### config.mk
export PLATFORM = sky130hd
export DESIGN_NAME = fragment_reassembly_table_flat
export DESIGN_NICKNAME = d
export VERILOG_FILES = /design/src/rtl/core/frt_pkg.sv /design/src/rtl/core/frt_hdr_if.sv /design/src/rtl/core/frt_res_if.sv /design/src/rtl/core/frt_cfg_if.sv /design/src/rtl/core/fragment_reassembly_table.sv /design/src/rtl/core/frt_ctx_ram.sv /design/src/flat_wrapper.sv
export SDC_FILE = /design/constraint.sdc
export NUM_CORES = 1
export LEC_CHECK = 0
export BUFFER_PORTS_ARGS = -buffer_cell sky130_fd_sc_hd__buf_4
export CORE_UTILIZATION = 55
export DETAILED_ROUTE_END_ITERATION = 16
export PLACE_DENSITY_LB_ADDON = 0.3
export SYNTH_ARGS = -nofsm -noshare
export SYNTH_HDL_FRONTEND = slang
export SYNTH_SLANG_ARGS = --single-unit
export TNS_END_PERCENT = 1
### constraint.sdc
create_clock -name clk_i -period 7.5 [get_ports clk_i]
set_input_delay 1.5 -clock clk_i [delete_from_list [all_inputs] [get_ports clk_i]]
set_output_delay 1.5 -clock clk_i [all_outputs]
set_load 0.02 [all_outputs]
### src/rtl/core/frt_pkg.sv
// shared types, constants and codes for the fragment reassembly table
package frt_pkg;

  localparam int unsigned SlotsDefault = 8;
  localparam logic [7:0] HeadLenReset = 8'd8;

  // result status codes
  localparam logic [1:0] StatPartial    = 2'd0;
  localparam logic [1:0] StatComplete   = 2'd1;
  localparam logic [1:0] StatBadTotal   = 2'd2;
  localparam logic [1:0] StatOutOfOrder = 2'd3;

  // fragment header as held during a lookup
  typedef struct packed {
    logic [7:0]  message_id;
    logic [15:0] source_address;
    logic [7:0]  part_index;
    logic [7:0]  total_parts;
    logic [7:0]  payload_size;
  } hdr_t;

  // per-slot reassembly context
  typedef struct packed {
    logic [7:0]  message_id;
    logic [15:0] source_address;
    logic [7:0]  total_parts;
    logic [7:0]  parts_seen;
    logic [15:0] bytes_seen;
  } ctx_t;

endpackage

### src/rtl/core/frt_hdr_if.sv
// fragment header request channel
interface frt_hdr_if;
  logic        valid;
  logic        ready;
  logic [7:0]  message_id;
  logic [15:0] source_address;
  logic [7:0]  part_index;
  logic [7:0]  total_parts;
  logic [7:0]  payload_size;

  modport source (
    output valid, message_id, source_address, part_index, total_parts, payload_size,
    input  ready
  );
  modport sink (
    input  valid, message_id, source_address, part_index, total_parts, payload_size,
    output ready
  );
endinterface

### src/rtl/core/frt_res_if.sv
// lookup result channel
interface frt_res_if;
  logic        valid;
  logic        ready;
  logic [1:0]  status;
  logic [2:0]  slot;
  logic [15:0] write_offset;
  logic [7:0]  assembled_length;

  modport source (
    output valid, status, slot, write_offset, assembled_length,
    input  ready
  );
  modport sink (
    input  valid, status, slot, write_offset, assembled_length,
    output ready
  );
endinterface

### src/rtl/core/frt_cfg_if.sv
// head length register write channel
interface frt_cfg_if;
  logic       valid;
  logic       ready;
  logic [7:0] data;

  modport source (
    output valid, data,
    input  ready
  );
  modport sink (
    input  valid, data,
    output ready
  );
endinterface

### src/rtl/core/fragment_reassembly_table.sv
// fragment reassembly table: slot lookup sequencer, context update and result register
//
// usage
//   hdr_i takes one fragment header per request; ready is high only while the
//   sequencer is idle. res_o returns exactly one result per header: status,
//   slot, payload write offset and (on completion) the assembled length.
//   cfg_i writes the head length register; it is always ready and should only
//   be written while no header is in flight.
// sequencing
//   an accepted header starts a scan that reads the slots in order from slot 0;
//   a hit ends the scan and a miss scans every slot, then the update step loads
//   the result. hdr_i is ready again the cycle after the result loads. one compare
//   unit matches one slot a cycle, in the cycle after that slot's read.
// reset
//   all slots free, eviction pointer at zero, head length 8. the context memory
//   is not cleared; busy bits gate every read of it.
// stalls
//   the result sits in an output register; the next header is taken while it
//   waits. if the receiver still holds the old result when the next one is
//   ready, the sequencer waits in its update step until the register frees.
module fragment_reassembly_table #(
  parameter int unsigned SLOTS = frt_pkg::SlotsDefault
) (
  input  logic         clk_i,
  input  logic         rst_ni,
  frt_hdr_if.sink      hdr_i,
  frt_res_if.source    res_o,
  frt_cfg_if.sink      cfg_i
);

  localparam int unsigned IdxW = (SLOTS > 1) ? $clog2(SLOTS) : 1;
  localparam logic [IdxW-1:0] LastIdx = IdxW'(SLOTS - 1);

  // sequencer states
  localparam logic [1:0] StIdle   = 2'd0;
  localparam logic [1:0] StScan   = 2'd1;
  localparam logic [1:0] StUpdate = 2'd2;

  logic [1:0]       state_q, state_d;
  frt_pkg::hdr_t    hdr_q, hdr_d;
  logic [IdxW-1:0]  rd_addr_q, rd_addr_d;
  logic             issue_done_q, issue_done_d;
  logic             pend_q, pend_d;
  logic [IdxW-1:0]  cmp_idx_q, cmp_idx_d;
  logic             free_vld_q, free_vld_d;
  logic [IdxW-1:0]  free_idx_q, free_idx_d;
  logic [IdxW-1:0]  slot_q, slot_d;
  frt_pkg::ctx_t    ctx_q, ctx_d;
  logic [IdxW-1:0]  ptr_q, ptr_d;
  logic [SLOTS-1:0] busy_q, busy_d;
  logic [7:0]       head_len_q;

  logic             out_vld_q, out_vld_d;
  logic [1:0]       out_status_q, out_status_d;
  logic [2:0]       out_slot_q, out_slot_d;
  logic [15:0]      out_offset_q, out_offset_d;
  logic [7:0]       out_length_q, out_length_d;

  frt_pkg::ctx_t    rd_data;
  frt_pkg::ctx_t    wr_data;
  logic             wr_en;
  logic             hit;
  logic             load;
  logic             hdr_take;
  logic [IdxW-1:0]  ptr_next;

  // update step datapath
  logic             bad_total;
  logic             out_of_order;
  logic             last_part;
  logic [15:0]      new_bytes;
  logic [8:0]       part_plus;

  frt_ctx_ram #(
    .Slots (SLOTS)
  ) u_ctx_ram (
    .clk_i   (clk_i),
    .we_i    (wr_en),
    .waddr_i (slot_q),
    .wdata_i (wr_data),
    .raddr_i (rd_addr_q),
    .rdata_o (rd_data)
  );

  assign hdr_i.ready = (state_q == StIdle);
  assign hdr_take    = hdr_i.valid && hdr_i.ready;
  assign cfg_i.ready = 1'b1;

  // shared match unit: one slot per cycle
  assign hit = pend_q && busy_q[cmp_idx_q]
               && (rd_data.message_id == hdr_q.message_id)
               && (rd_data.source_address == hdr_q.source_address);

  // round robin pointer, pre-incremented on eviction
  assign ptr_next = (ptr_q == LastIdx) ? '0 : ptr_q + 1'b1;

  // context update checks
  assign bad_total    = (hdr_q.total_parts != ctx_q.total_parts);
  assign out_of_order = (hdr_q.part_index != ctx_q.parts_seen);
  assign new_bytes    = ctx_q.bytes_seen + {8'd0, hdr_q.payload_size};
  assign part_plus    = {1'b0, hdr_q.part_index} + 9'd1;
  assign last_part    = (hdr_q.total_parts != 8'd0)
                        && (part_plus == {1'b0, hdr_q.total_parts});

  // result register frees or is being taken
  assign load  = (state_q == StUpdate) && (!out_vld_q || res_o.ready);
  assign wr_en = load;

  always_comb begin
    wr_data            = ctx_q;
    wr_data.parts_seen = ctx_q.parts_seen + 8'd1;
    wr_data.bytes_seen = new_bytes;
  end

  always_comb begin
    state_d      = state_q;
    hdr_d        = hdr_q;
    rd_addr_d    = rd_addr_q;
    issue_done_d = issue_done_q;
    pend_d       = 1'b0;
    cmp_idx_d    = rd_addr_q;
    free_vld_d   = free_vld_q;
    free_idx_d   = free_idx_q;
    slot_d       = slot_q;
    ctx_d        = ctx_q;
    ptr_d        = ptr_q;
    busy_d       = busy_q;
    out_vld_d    = out_vld_q;
    out_status_d = out_status_q;
    out_slot_d   = out_slot_q;
    out_offset_d = out_offset_q;
    out_length_d = out_length_q;

    if (out_vld_q && res_o.ready) begin
      out_vld_d = 1'b0;
    end

    unique case (state_q)
      StIdle: begin
        if (hdr_take) begin
          hdr_d.message_id     = hdr_i.message_id;
          hdr_d.source_address = hdr_i.source_address;
          hdr_d.part_index     = hdr_i.part_index;
          hdr_d.total_parts    = hdr_i.total_parts;
          hdr_d.payload_size   = hdr_i.payload_size;
          rd_addr_d            = '0;
          issue_done_d         = 1'b0;
          free_vld_d           = 1'b0;
          state_d              = StScan;
        end
      end
      StScan: begin
        // read issue side
        if (!issue_done_q) begin
          pend_d = 1'b1;
          if (rd_addr_q == LastIdx) begin
            issue_done_d = 1'b1;
          end else begin
            rd_addr_d = rd_addr_q + 1'b1;
          end
        end
        // compare side
        if (pend_q) begin
          if (!busy_q[cmp_idx_q] && !free_vld_q) begin
            free_vld_d = 1'b1;
            free_idx_d = cmp_idx_q;
          end
          if (hit) begin
            slot_d  = cmp_idx_q;
            ctx_d   = rd_data;
            pend_d  = 1'b0;
            state_d = StUpdate;
          end else if (cmp_idx_q == LastIdx) begin
            // no match: lowest free slot, else evict
            ctx_d.message_id     = hdr_q.message_id;
            ctx_d.source_address = hdr_q.source_address;
            ctx_d.total_parts    = hdr_q.total_parts;
            ctx_d.parts_seen     = 8'd0;
            ctx_d.bytes_seen     = 16'd0;
            if (free_vld_q) begin
              slot_d = free_idx_q;
            end else if (!busy_q[cmp_idx_q]) begin
              slot_d = cmp_idx_q;
            end else begin
              ptr_d  = ptr_next;
              slot_d = ptr_next;
            end
            state_d = StUpdate;
          end
        end
      end
      StUpdate: begin
        if (load) begin
          out_vld_d  = 1'b1;
          out_slot_d = 3'(slot_q);
          if (bad_total) begin
            out_status_d   = frt_pkg::StatBadTotal;
            out_offset_d   = 16'd0;
            out_length_d   = 8'd0;
            busy_d[slot_q] = 1'b0;
          end else if (out_of_order) begin
            out_status_d   = frt_pkg::StatOutOfOrder;
            out_offset_d   = 16'd0;
            out_length_d   = 8'd0;
            busy_d[slot_q] = 1'b0;
          end else if (last_part) begin
            out_status_d   = frt_pkg::StatComplete;
            out_offset_d   = ctx_q.bytes_seen;
            out_length_d   = new_bytes[7:0] + head_len_q;
            busy_d[slot_q] = 1'b0;
          end else begin
            out_status_d   = frt_pkg::StatPartial;
            out_offset_d   = ctx_q.bytes_seen;
            out_length_d   = 8'd0;
            busy_d[slot_q] = 1'b1;
          end
          state_d = StIdle;
        end
      end
      default: begin
        state_d = StIdle;
      end
    endcase
  end

  always_ff @(posedge clk_i or negedge rst_ni) begin
    if (!rst_ni) begin
      state_q      <= StIdle;
      issue_done_q <= 1'b0;
      pend_q       <= 1'b0;
      free_vld_q   <= 1'b0;
      ptr_q        <= '0;
      busy_q       <= '0;
      head_len_q   <= frt_pkg::HeadLenReset;
      out_vld_q    <= 1'b0;
    end else begin
      state_q      <= state_d;
      issue_done_q <= issue_done_d;
      pend_q       <= pend_d;
      free_vld_q   <= free_vld_d;
      ptr_q        <= ptr_d;
      busy_q       <= busy_d;
      out_vld_q    <= out_vld_d;
      if (cfg_i.valid && cfg_i.ready) begin
        head_len_q <= cfg_i.data;
      end
    end
  end

  // payload registers
  always_ff @(posedge clk_i) begin
    hdr_q        <= hdr_d;
    rd_addr_q    <= rd_addr_d;
    cmp_idx_q    <= cmp_idx_d;
    free_idx_q   <= free_idx_d;
    slot_q       <= slot_d;
    ctx_q        <= ctx_d;
    out_status_q <= out_status_d;
    out_slot_q   <= out_slot_d;
    out_offset_q <= out_offset_d;
    out_length_q <= out_length_d;
  end

  assign res_o.valid            = out_vld_q;
  assign res_o.status           = out_status_q;
  assign res_o.slot             = out_slot_q;
  assign res_o.write_offset     = out_offset_q;
  assign res_o.assembled_length = out_length_q;

endmodule

### src/rtl/core/frt_ctx_ram.sv
// slot context memory, one write and one registered read port
module frt_ctx_ram #(
  parameter int unsigned Slots = frt_pkg::SlotsDefault,
  localparam int unsigned IdxW = (Slots > 1) ? $clog2(Slots) : 1
) (
  input  logic             clk_i,
  input  logic             we_i,
  input  logic [IdxW-1:0]  waddr_i,
  input  frt_pkg::ctx_t    wdata_i,
  input  logic [IdxW-1:0]  raddr_i,
  output frt_pkg::ctx_t    rdata_o
);

  frt_pkg::ctx_t mem_q [Slots];
  frt_pkg::ctx_t rdata_q;

  always_ff @(posedge clk_i) begin
    if (we_i) begin
      mem_q[waddr_i] <= wdata_i;
    end
    rdata_q <= mem_q[raddr_i];
  end

  assign rdata_o = rdata_q;

endmodule

### src/flat_wrapper.sv
// flat-port wrapper written by rule: the top's interface ports become plain ports
module fragment_reassembly_table_flat 
#(
  parameter int unsigned SLOTS = frt_pkg::SlotsDefault
)
  (clk_i, rst_ni, hdr_i_valid, hdr_i_message_id, hdr_i_source_address, hdr_i_part_index, hdr_i_total_parts, hdr_i_payload_size, hdr_i_ready, res_o_valid, res_o_status, res_o_slot, res_o_write_offset, res_o_assembled_length, res_o_ready, cfg_i_valid, cfg_i_data, cfg_i_ready);
  frt_hdr_if hdr_i_i ();
  frt_res_if res_o_i ();
  frt_cfg_if cfg_i_i ();
  input  logic clk_i;
  input  logic rst_ni;
  input wire logic [$bits(hdr_i_i.valid)-1:0] hdr_i_valid;
  input wire logic [$bits(hdr_i_i.message_id)-1:0] hdr_i_message_id;
  input wire logic [$bits(hdr_i_i.source_address)-1:0] hdr_i_source_address;
  input wire logic [$bits(hdr_i_i.part_index)-1:0] hdr_i_part_index;
  input wire logic [$bits(hdr_i_i.total_parts)-1:0] hdr_i_total_parts;
  input wire logic [$bits(hdr_i_i.payload_size)-1:0] hdr_i_payload_size;
  output wire logic [$bits(hdr_i_i.ready)-1:0] hdr_i_ready;
  output wire logic [$bits(res_o_i.valid)-1:0] res_o_valid;
  output wire logic [$bits(res_o_i.status)-1:0] res_o_status;
  output wire logic [$bits(res_o_i.slot)-1:0] res_o_slot;
  output wire logic [$bits(res_o_i.write_offset)-1:0] res_o_write_offset;
  output wire logic [$bits(res_o_i.assembled_length)-1:0] res_o_assembled_length;
  input wire logic [$bits(res_o_i.ready)-1:0] res_o_ready;
  input wire logic [$bits(cfg_i_i.valid)-1:0] cfg_i_valid;
  input wire logic [$bits(cfg_i_i.data)-1:0] cfg_i_data;
  output wire logic [$bits(cfg_i_i.ready)-1:0] cfg_i_ready;
  assign hdr_i_i.valid = hdr_i_valid;
  assign hdr_i_i.message_id = hdr_i_message_id;
  assign hdr_i_i.source_address = hdr_i_source_address;
  assign hdr_i_i.part_index = hdr_i_part_index;
  assign hdr_i_i.total_parts = hdr_i_total_parts;
  assign hdr_i_i.payload_size = hdr_i_payload_size;
  assign hdr_i_ready = hdr_i_i.ready;
  assign res_o_valid = res_o_i.valid;
  assign res_o_status = res_o_i.status;
  assign res_o_slot = res_o_i.slot;
  assign res_o_write_offset = res_o_i.write_offset;
  assign res_o_assembled_length = res_o_i.assembled_length;
  assign res_o_i.ready = res_o_ready;
  assign cfg_i_i.valid = cfg_i_valid;
  assign cfg_i_i.data = cfg_i_data;
  assign cfg_i_ready = cfg_i_i.ready;
  fragment_reassembly_table #(.SLOTS(SLOTS)) u_core (.clk_i(clk_i), .rst_ni(rst_ni), .hdr_i(hdr_i_i), .res_o(res_o_i), .cfg_i(cfg_i_i));
endmodule
Yosys cells after proc, flatten, opt, wreduce, memory -nomap -nowiden. Memory sizes are Yosys's and may differ from the RTL's. A register that Yosys moved wholly into a read port is not among the register bits. Index checks and enable logic that the tools add are counted.

Equal/unequal tests: 17. Multipliers: 0. Reductions and logical operators: 28. Bitwise operators: 6. Muxes and demuxes: 42. Add/subtract/negate cells: 6. Shifts and indexed selects: 0. Div/mod/pow operators: 0. Order comparisons: 3.

Operators by type and width (number): $mux 56 (2); $mux 3 (8); $mux 8 (3); $mux 1 (18); $add 16x8->16 (1); $eq 16x16->1 (1); $ne 8x8->1 (2); $reduce_and 4->1 (3); $mux 2 (5); $add 8x1->9 const B (1); $eq 3x3->1 const B (3); $eq 9x8->1 (1); $logic_and 1x1->1 (9); $add 8x1->8 const B (1); $add 8x8->8 (1); $and 8x8->8 (1); $eq 8x8->1 (1); $lt 3x4->1 const B (2); $not 8->8 (1); $or 8x8->8 (1); $reduce_bool 8->1 (1); $add 3x1->3 const B (2); $ne 2x1->1 const B (3); $ne 2x2->1 const B (3); other kinds (19) (28).

Memory bits (writable): 448. Output and inout bits: 32. Memories kept: 1. Bits in registers: 170. Logic and storage cells: 130. Bits in read-only memories: 0. Latch bits: 0.

Memories: u_core.u_ctx_ram.mem_q (words 8, bits a word 56, read ports 1, clocked after Yosys merged registers in 1, wr ports 1, line frt_ctx_ram.sv:14) `frt_pkg::ctx_t mem_q [Slots];`.

Depth between registers and ports, before layout.
Word-level depth: 9. Depth in mapped cells: 14. Mapped depth without buffers: 14.

Hierarchy. A second synthesis with hierarchy kept.

Cell total of the unflattened synthesis: 1258. Area total of the unflattened synthesis: 25603.3 µm².

Modules (own cells, without submodules): frt_ctx_ram (cells each 716, area each 17974.7 µm², times used 1, sequential area each 14574.0 µm²); fragment_reassembly_table (cells each 542, area each 7628.6 µm², times used 1, sequential area each 4951.0 µm²).

Worst setup path after synthesis. Ideal clock, no wire load.

Kind: input to register. Start point: input res_o_ready. End point: register (tool-made name). Slack: -0.522 ns. Setup time: 0.084 ns. Cell stages on the path: 5. Buffers on the path: 0. Required time: 7.416 ns. Arrival: 7.938 ns. Path through: nand2b_1 -> nor2b_1 -> nand2_1 -> nor3_1 -> mux2_2.

RTL lines: from (decl) (line flat_wrapper.sv:24) `input wire logic [$bits(res_o_i.ready)-1:0] res_o_ready;`.

Worst setup path after layout.
Start point: input res_o_ready. End point: memory u_core.u_ctx_ram.mem_q[5][22] (netlist name), enable pin.

Longest elaborated chain between the ends: 4.

Ends and longest elaborated chain: $logic_or 1x1->1 (line fragment_reassembly_table.sv:106) `assign load = (state_q == StUpdate) && (!out_vld_q || res_o.ready);`; $logic_and 1x1->1 (line fragment_reassembly_table.sv:106); $mux 1 (line frt_ctx_ram.sv:18) `if (we_i) begin`; $mux 1 (implied by the code) (line frt_ctx_ram.sv:19) `mem_q[waddr_i] <= wdata_i;`; to (decl) (line frt_ctx_ram.sv:14).

No other way between the ends.

==> results.json <==
{
  "ys_types": 58,
  "r2r_slack_ns": 3.28,
  "avgSynthCellArea_um2": 20.2,
  "yosys_warnings": 0,
  "drive_above_1_share_pct": 29.9,
  "clock_skew_ns": 0.0261,
  "worstReg2RegStart": "u_core.hdr_q[36]$_DFFE_PP_",
  "tightestPinTransition_ns": 1.15,
  "fmax_ghz": 0.229,
  "worstReg2RegEnd": "u_core.ctx_q[5]$_SDFFCE_PN0P_",
  "area_growth_pct": 14.5,
  "ant_nets": 0,
  "nets": 1464,
  "status": "completed",
  "required_ns": 7.72,
  "maxSlewHeadroom_pct": 23.2,
  "worst_setup_path_end_kind": "flip-flop",
  "ys.flop_type": "edfxtp_1",
  "place_area_um2": 27000,
  "vias": 11800,
  "hpwlAfterDp_um": 29100,
  "min_from": "u_core.hdr_q[26]$_DFFE_PP_",
  "cts_root_buf": "clkbuf_16",
  "routed_via_density": 5.78,
  "cp.arrival_ns": 4.58,
  "maxCapViolations": 0,
  "core-area_um2": 45700,
  "num_rows": 78,
  "die-width_um": 218,
  "netlist_instances": 1265,
  "post-route-min-period_ns": 4.36,
  "io_buffers": 91,
  "antenna_cells": 0,
  "syn_area_um2": 25600,
  "finalWorstSetupSlack_ns": 3.14,
  "crit_path_max_fanout": 31,
  "cts_resized": 0,
  "hold_buffers": 0,
  "track_usage_pct": 21.7,
  "cts_tree": "built",
  "power.leakage_nw": 9.92,
  "hold_path_depth": 0,
  "startpoint_type": "input port",
  "p_per_area_nw_per_um2": 345,
  "dieArea_um2": 47400,
  "hold_end": "u_core.ctx_q[34]$_DFFE_PP_",
  "worstSkewPairLatency_ns": 0.60,
  "rsz0062_at_grt": "no",
  "grt_pass1_vias": 12300,
  "synth_edf_count": 590,
  "grt_max_degree": 72,
  "cts_setup_buffers": 0,
  "gp_congestion": 0.825,
  "io_pins": 93,
  "drc_errors": 0,
  "hold_violations": 0,
  "reg2regPathDepth": 8,
  "drt_first_pass_iters": 5,
  "routedWlPerCell_um": 24.2,
  "antenna_found_initial": 0,
  "cts_max_level": 3,
  "synth_seq_cells": 674,
  "place_ws_ns": 2.48,
  "peakVddDrop_v": 0.000248,
  "grt_pass1_wl_um": 74800,
  "setup_viol": 0,
  "numCtsBuffers": 68,
  "drt_iter0_markers": 953,
  "min_path_type": "reg2reg",
  "path_clk_slew_ns": 0.06,
  "finalCritPeriodShare_pct": 58.2,
  "synth_fp_nets": 1349,
  "final_cell_area_um2": 29300,
  "cts_max_path_buffers": 3,
  "cts.sinks": 674,
  "ys_seq_area_share_pct": 76.2,
  "fp.dieH_um": 218,
  "synth-async-reset-ratio_pct": 3.71,
  "maxSlewViolCount": 0,
  "overflow": 0,
  "initial_utilization_pct": 56.1,
  "critical_path_class": "in2reg",
  "totalWireLength_um": 49300
}
report_power, final:
part	internal, mW	switching [mW]	total (mW)
sequential	4.51	0.233	4.75
clock	2.09	1.38	3.47
combinational	0.967	0.938	1.90
cells in the mapped netlist, drive strengths merged, types with 3 or more instances:
| library cell | count | area (um2) |
|---|---|---|
| xor2 | 52 | 455 |
| ha | 21 | 263 |
| nor4 | 13 | 111 |
| o22a | 3 | 26.3 |
| mux2 | 83 | 935 |
| dfrtp | 24 | 601 |
| and3 | 11 | 68.8 |
| xnor2 | 19 | 166 |
| a21o | 3 | 22.5 |
| a21oi | 15 | 78.8 |
| dfxtp | 59 | 1180 |
| nor2 | 35 | 131 |
| and2 | 43 | 270 |
| nor3 | 8 | 40.0 |
| a211oi | 5 | 37.5 |
| inv | 16 | 60.1 |
| buf | 14 | 85.1 |
| nor2b | 5 | 31.3 |
| a31oi | 3 | 18.8 |
| clkbuf | 53 | 200 |
| o21ai | 9 | 45.0 |
| mux4 | 114 | 2570 |
| nand2 | 23 | 86.3 |
| nand3 | 10 | 50.1 |
| nand2b | 6 | 37.5 |
| edfxtp | 590 | 17700 |
sequential cells by signal (all words and copies together), names as in the netlist, 8 cells and up, named ones only:
name                           count
u_core.res_o.assembled_length      8
u_core.u_ctx_ram.rdata_o          56
u_core.u_ctx_ram.mem_q           448
u_core.res_o.write_offset         16
u_core.ctx_q                      56
u_core.hdr_q                      48
u_core.head_len_q                  8
cell type report:
type | count | area (um2)
Clock buffer | 87 | 1870
Fill cell | 3053 | 16400
Clock inverter | 37 | 452
Timing Repair Buffer | 112 | 841
Multi-Input combinational cell | 508 | 5820
Sequential cell | 674 | 19500
Tap cell | 600 | 751
Inverter | 16 | 60.1
worst max path at each step:
stage,slack [ns],end,cells after the start,start
2_1_floorplan,-0.51,flip-flop,5,res_o_ready
3_3_place_gp,2.54,flip-flop,7,res_o_ready
3_5_place_dp,2.48,u_core.u_ctx_ram.mem_q[5][17]$_DFFE_PP_,6,res_o_ready
4_1_cts,3.05,u_core.u_ctx_ram.mem_q[5][22]$_DFFE_PP_,6,res_o_ready
5_1_grt,2.87,u_core.u_ctx_ram.mem_q[5][22]$_DFFE_PP_,6,res_o_ready
6_report,3.14,u_core.u_ctx_ram.mem_q[5][22]$_DFFE_PP_,6,res_o_ready
logic make-up after synthesis:
kind of cell / Yosys count / synth area share, %
AND/OR/NAND/NOR: 160 / 3.41
flip-flops: 674 / 76.2
multiplexers: 199 / 13.8
AO/OA/AOI/OAI: 53 / 1.46
XOR/XNOR: 72 / 2.52
adder cells (fa/ha/maj): 23 / 1.18
other: 1 / 0.0146
buffers and inverters: 83 / 1.35
layer usage:
| metal | global-route usage, % | wire length [um] | part of all wire [%] |
|---|---|---|---|
| met5 | 0 | 0 | 0 |
| met4 | 5.80 | 884 | 1.8 |
| met3 | 3.92 | 2540 | 5.1 |
| met2 | 36.4 | 25000 | 51 |
| met1 | 29.4 | 20900 | 42 |
placed cells by master, fill, tap and decap left out, types with 11 or more instances in the layout:
cell       Yosys  final
edfxtp_1     590    590
mux4_2       112    112
buf_4          2    112
mux2_2        79     79
clkbuf_16      0     70
dfxtp_1       59     59
xor2_1        52     52
and2_1        42     41
nor2_1        35     28
dfrtp_1       24     24
nand2_1       23     23
ha_1          21     21
xnor2_1       19     19
inv_1         16     16
a21oi_1       14     14
clkinv_2       0     13
clkbuf_1      52     12
and3_1        11     11
nor4_1        11     11
worst max-delay path: stages:
cell	delay [ns]
buf_4	0.07
nand2b_1	0.18
nor2b_4	0.81
nand2_1	0.47
nor2_4	0.91
buf_4	0.57
metrics by stage:
stage	utilization (%)	std cells	total power [mW]	hold WS [ns]	TNS, ns
4_1_cts	64.2	2034	10.2	0.480	0
5_1_grt	64.2	2034	10.5	0.493	0
6_report	64.2	2034	10.1	0.477	0
2_1_floorplan	-	1265	6.21	0.375	-18.11
3_5_place_dp	59.1	1910	6.75	0.459	0
3_3_place_gp	59.1	1910	6.71	0.450	0
Note: power is estimated with default switching activity, not from simulation.
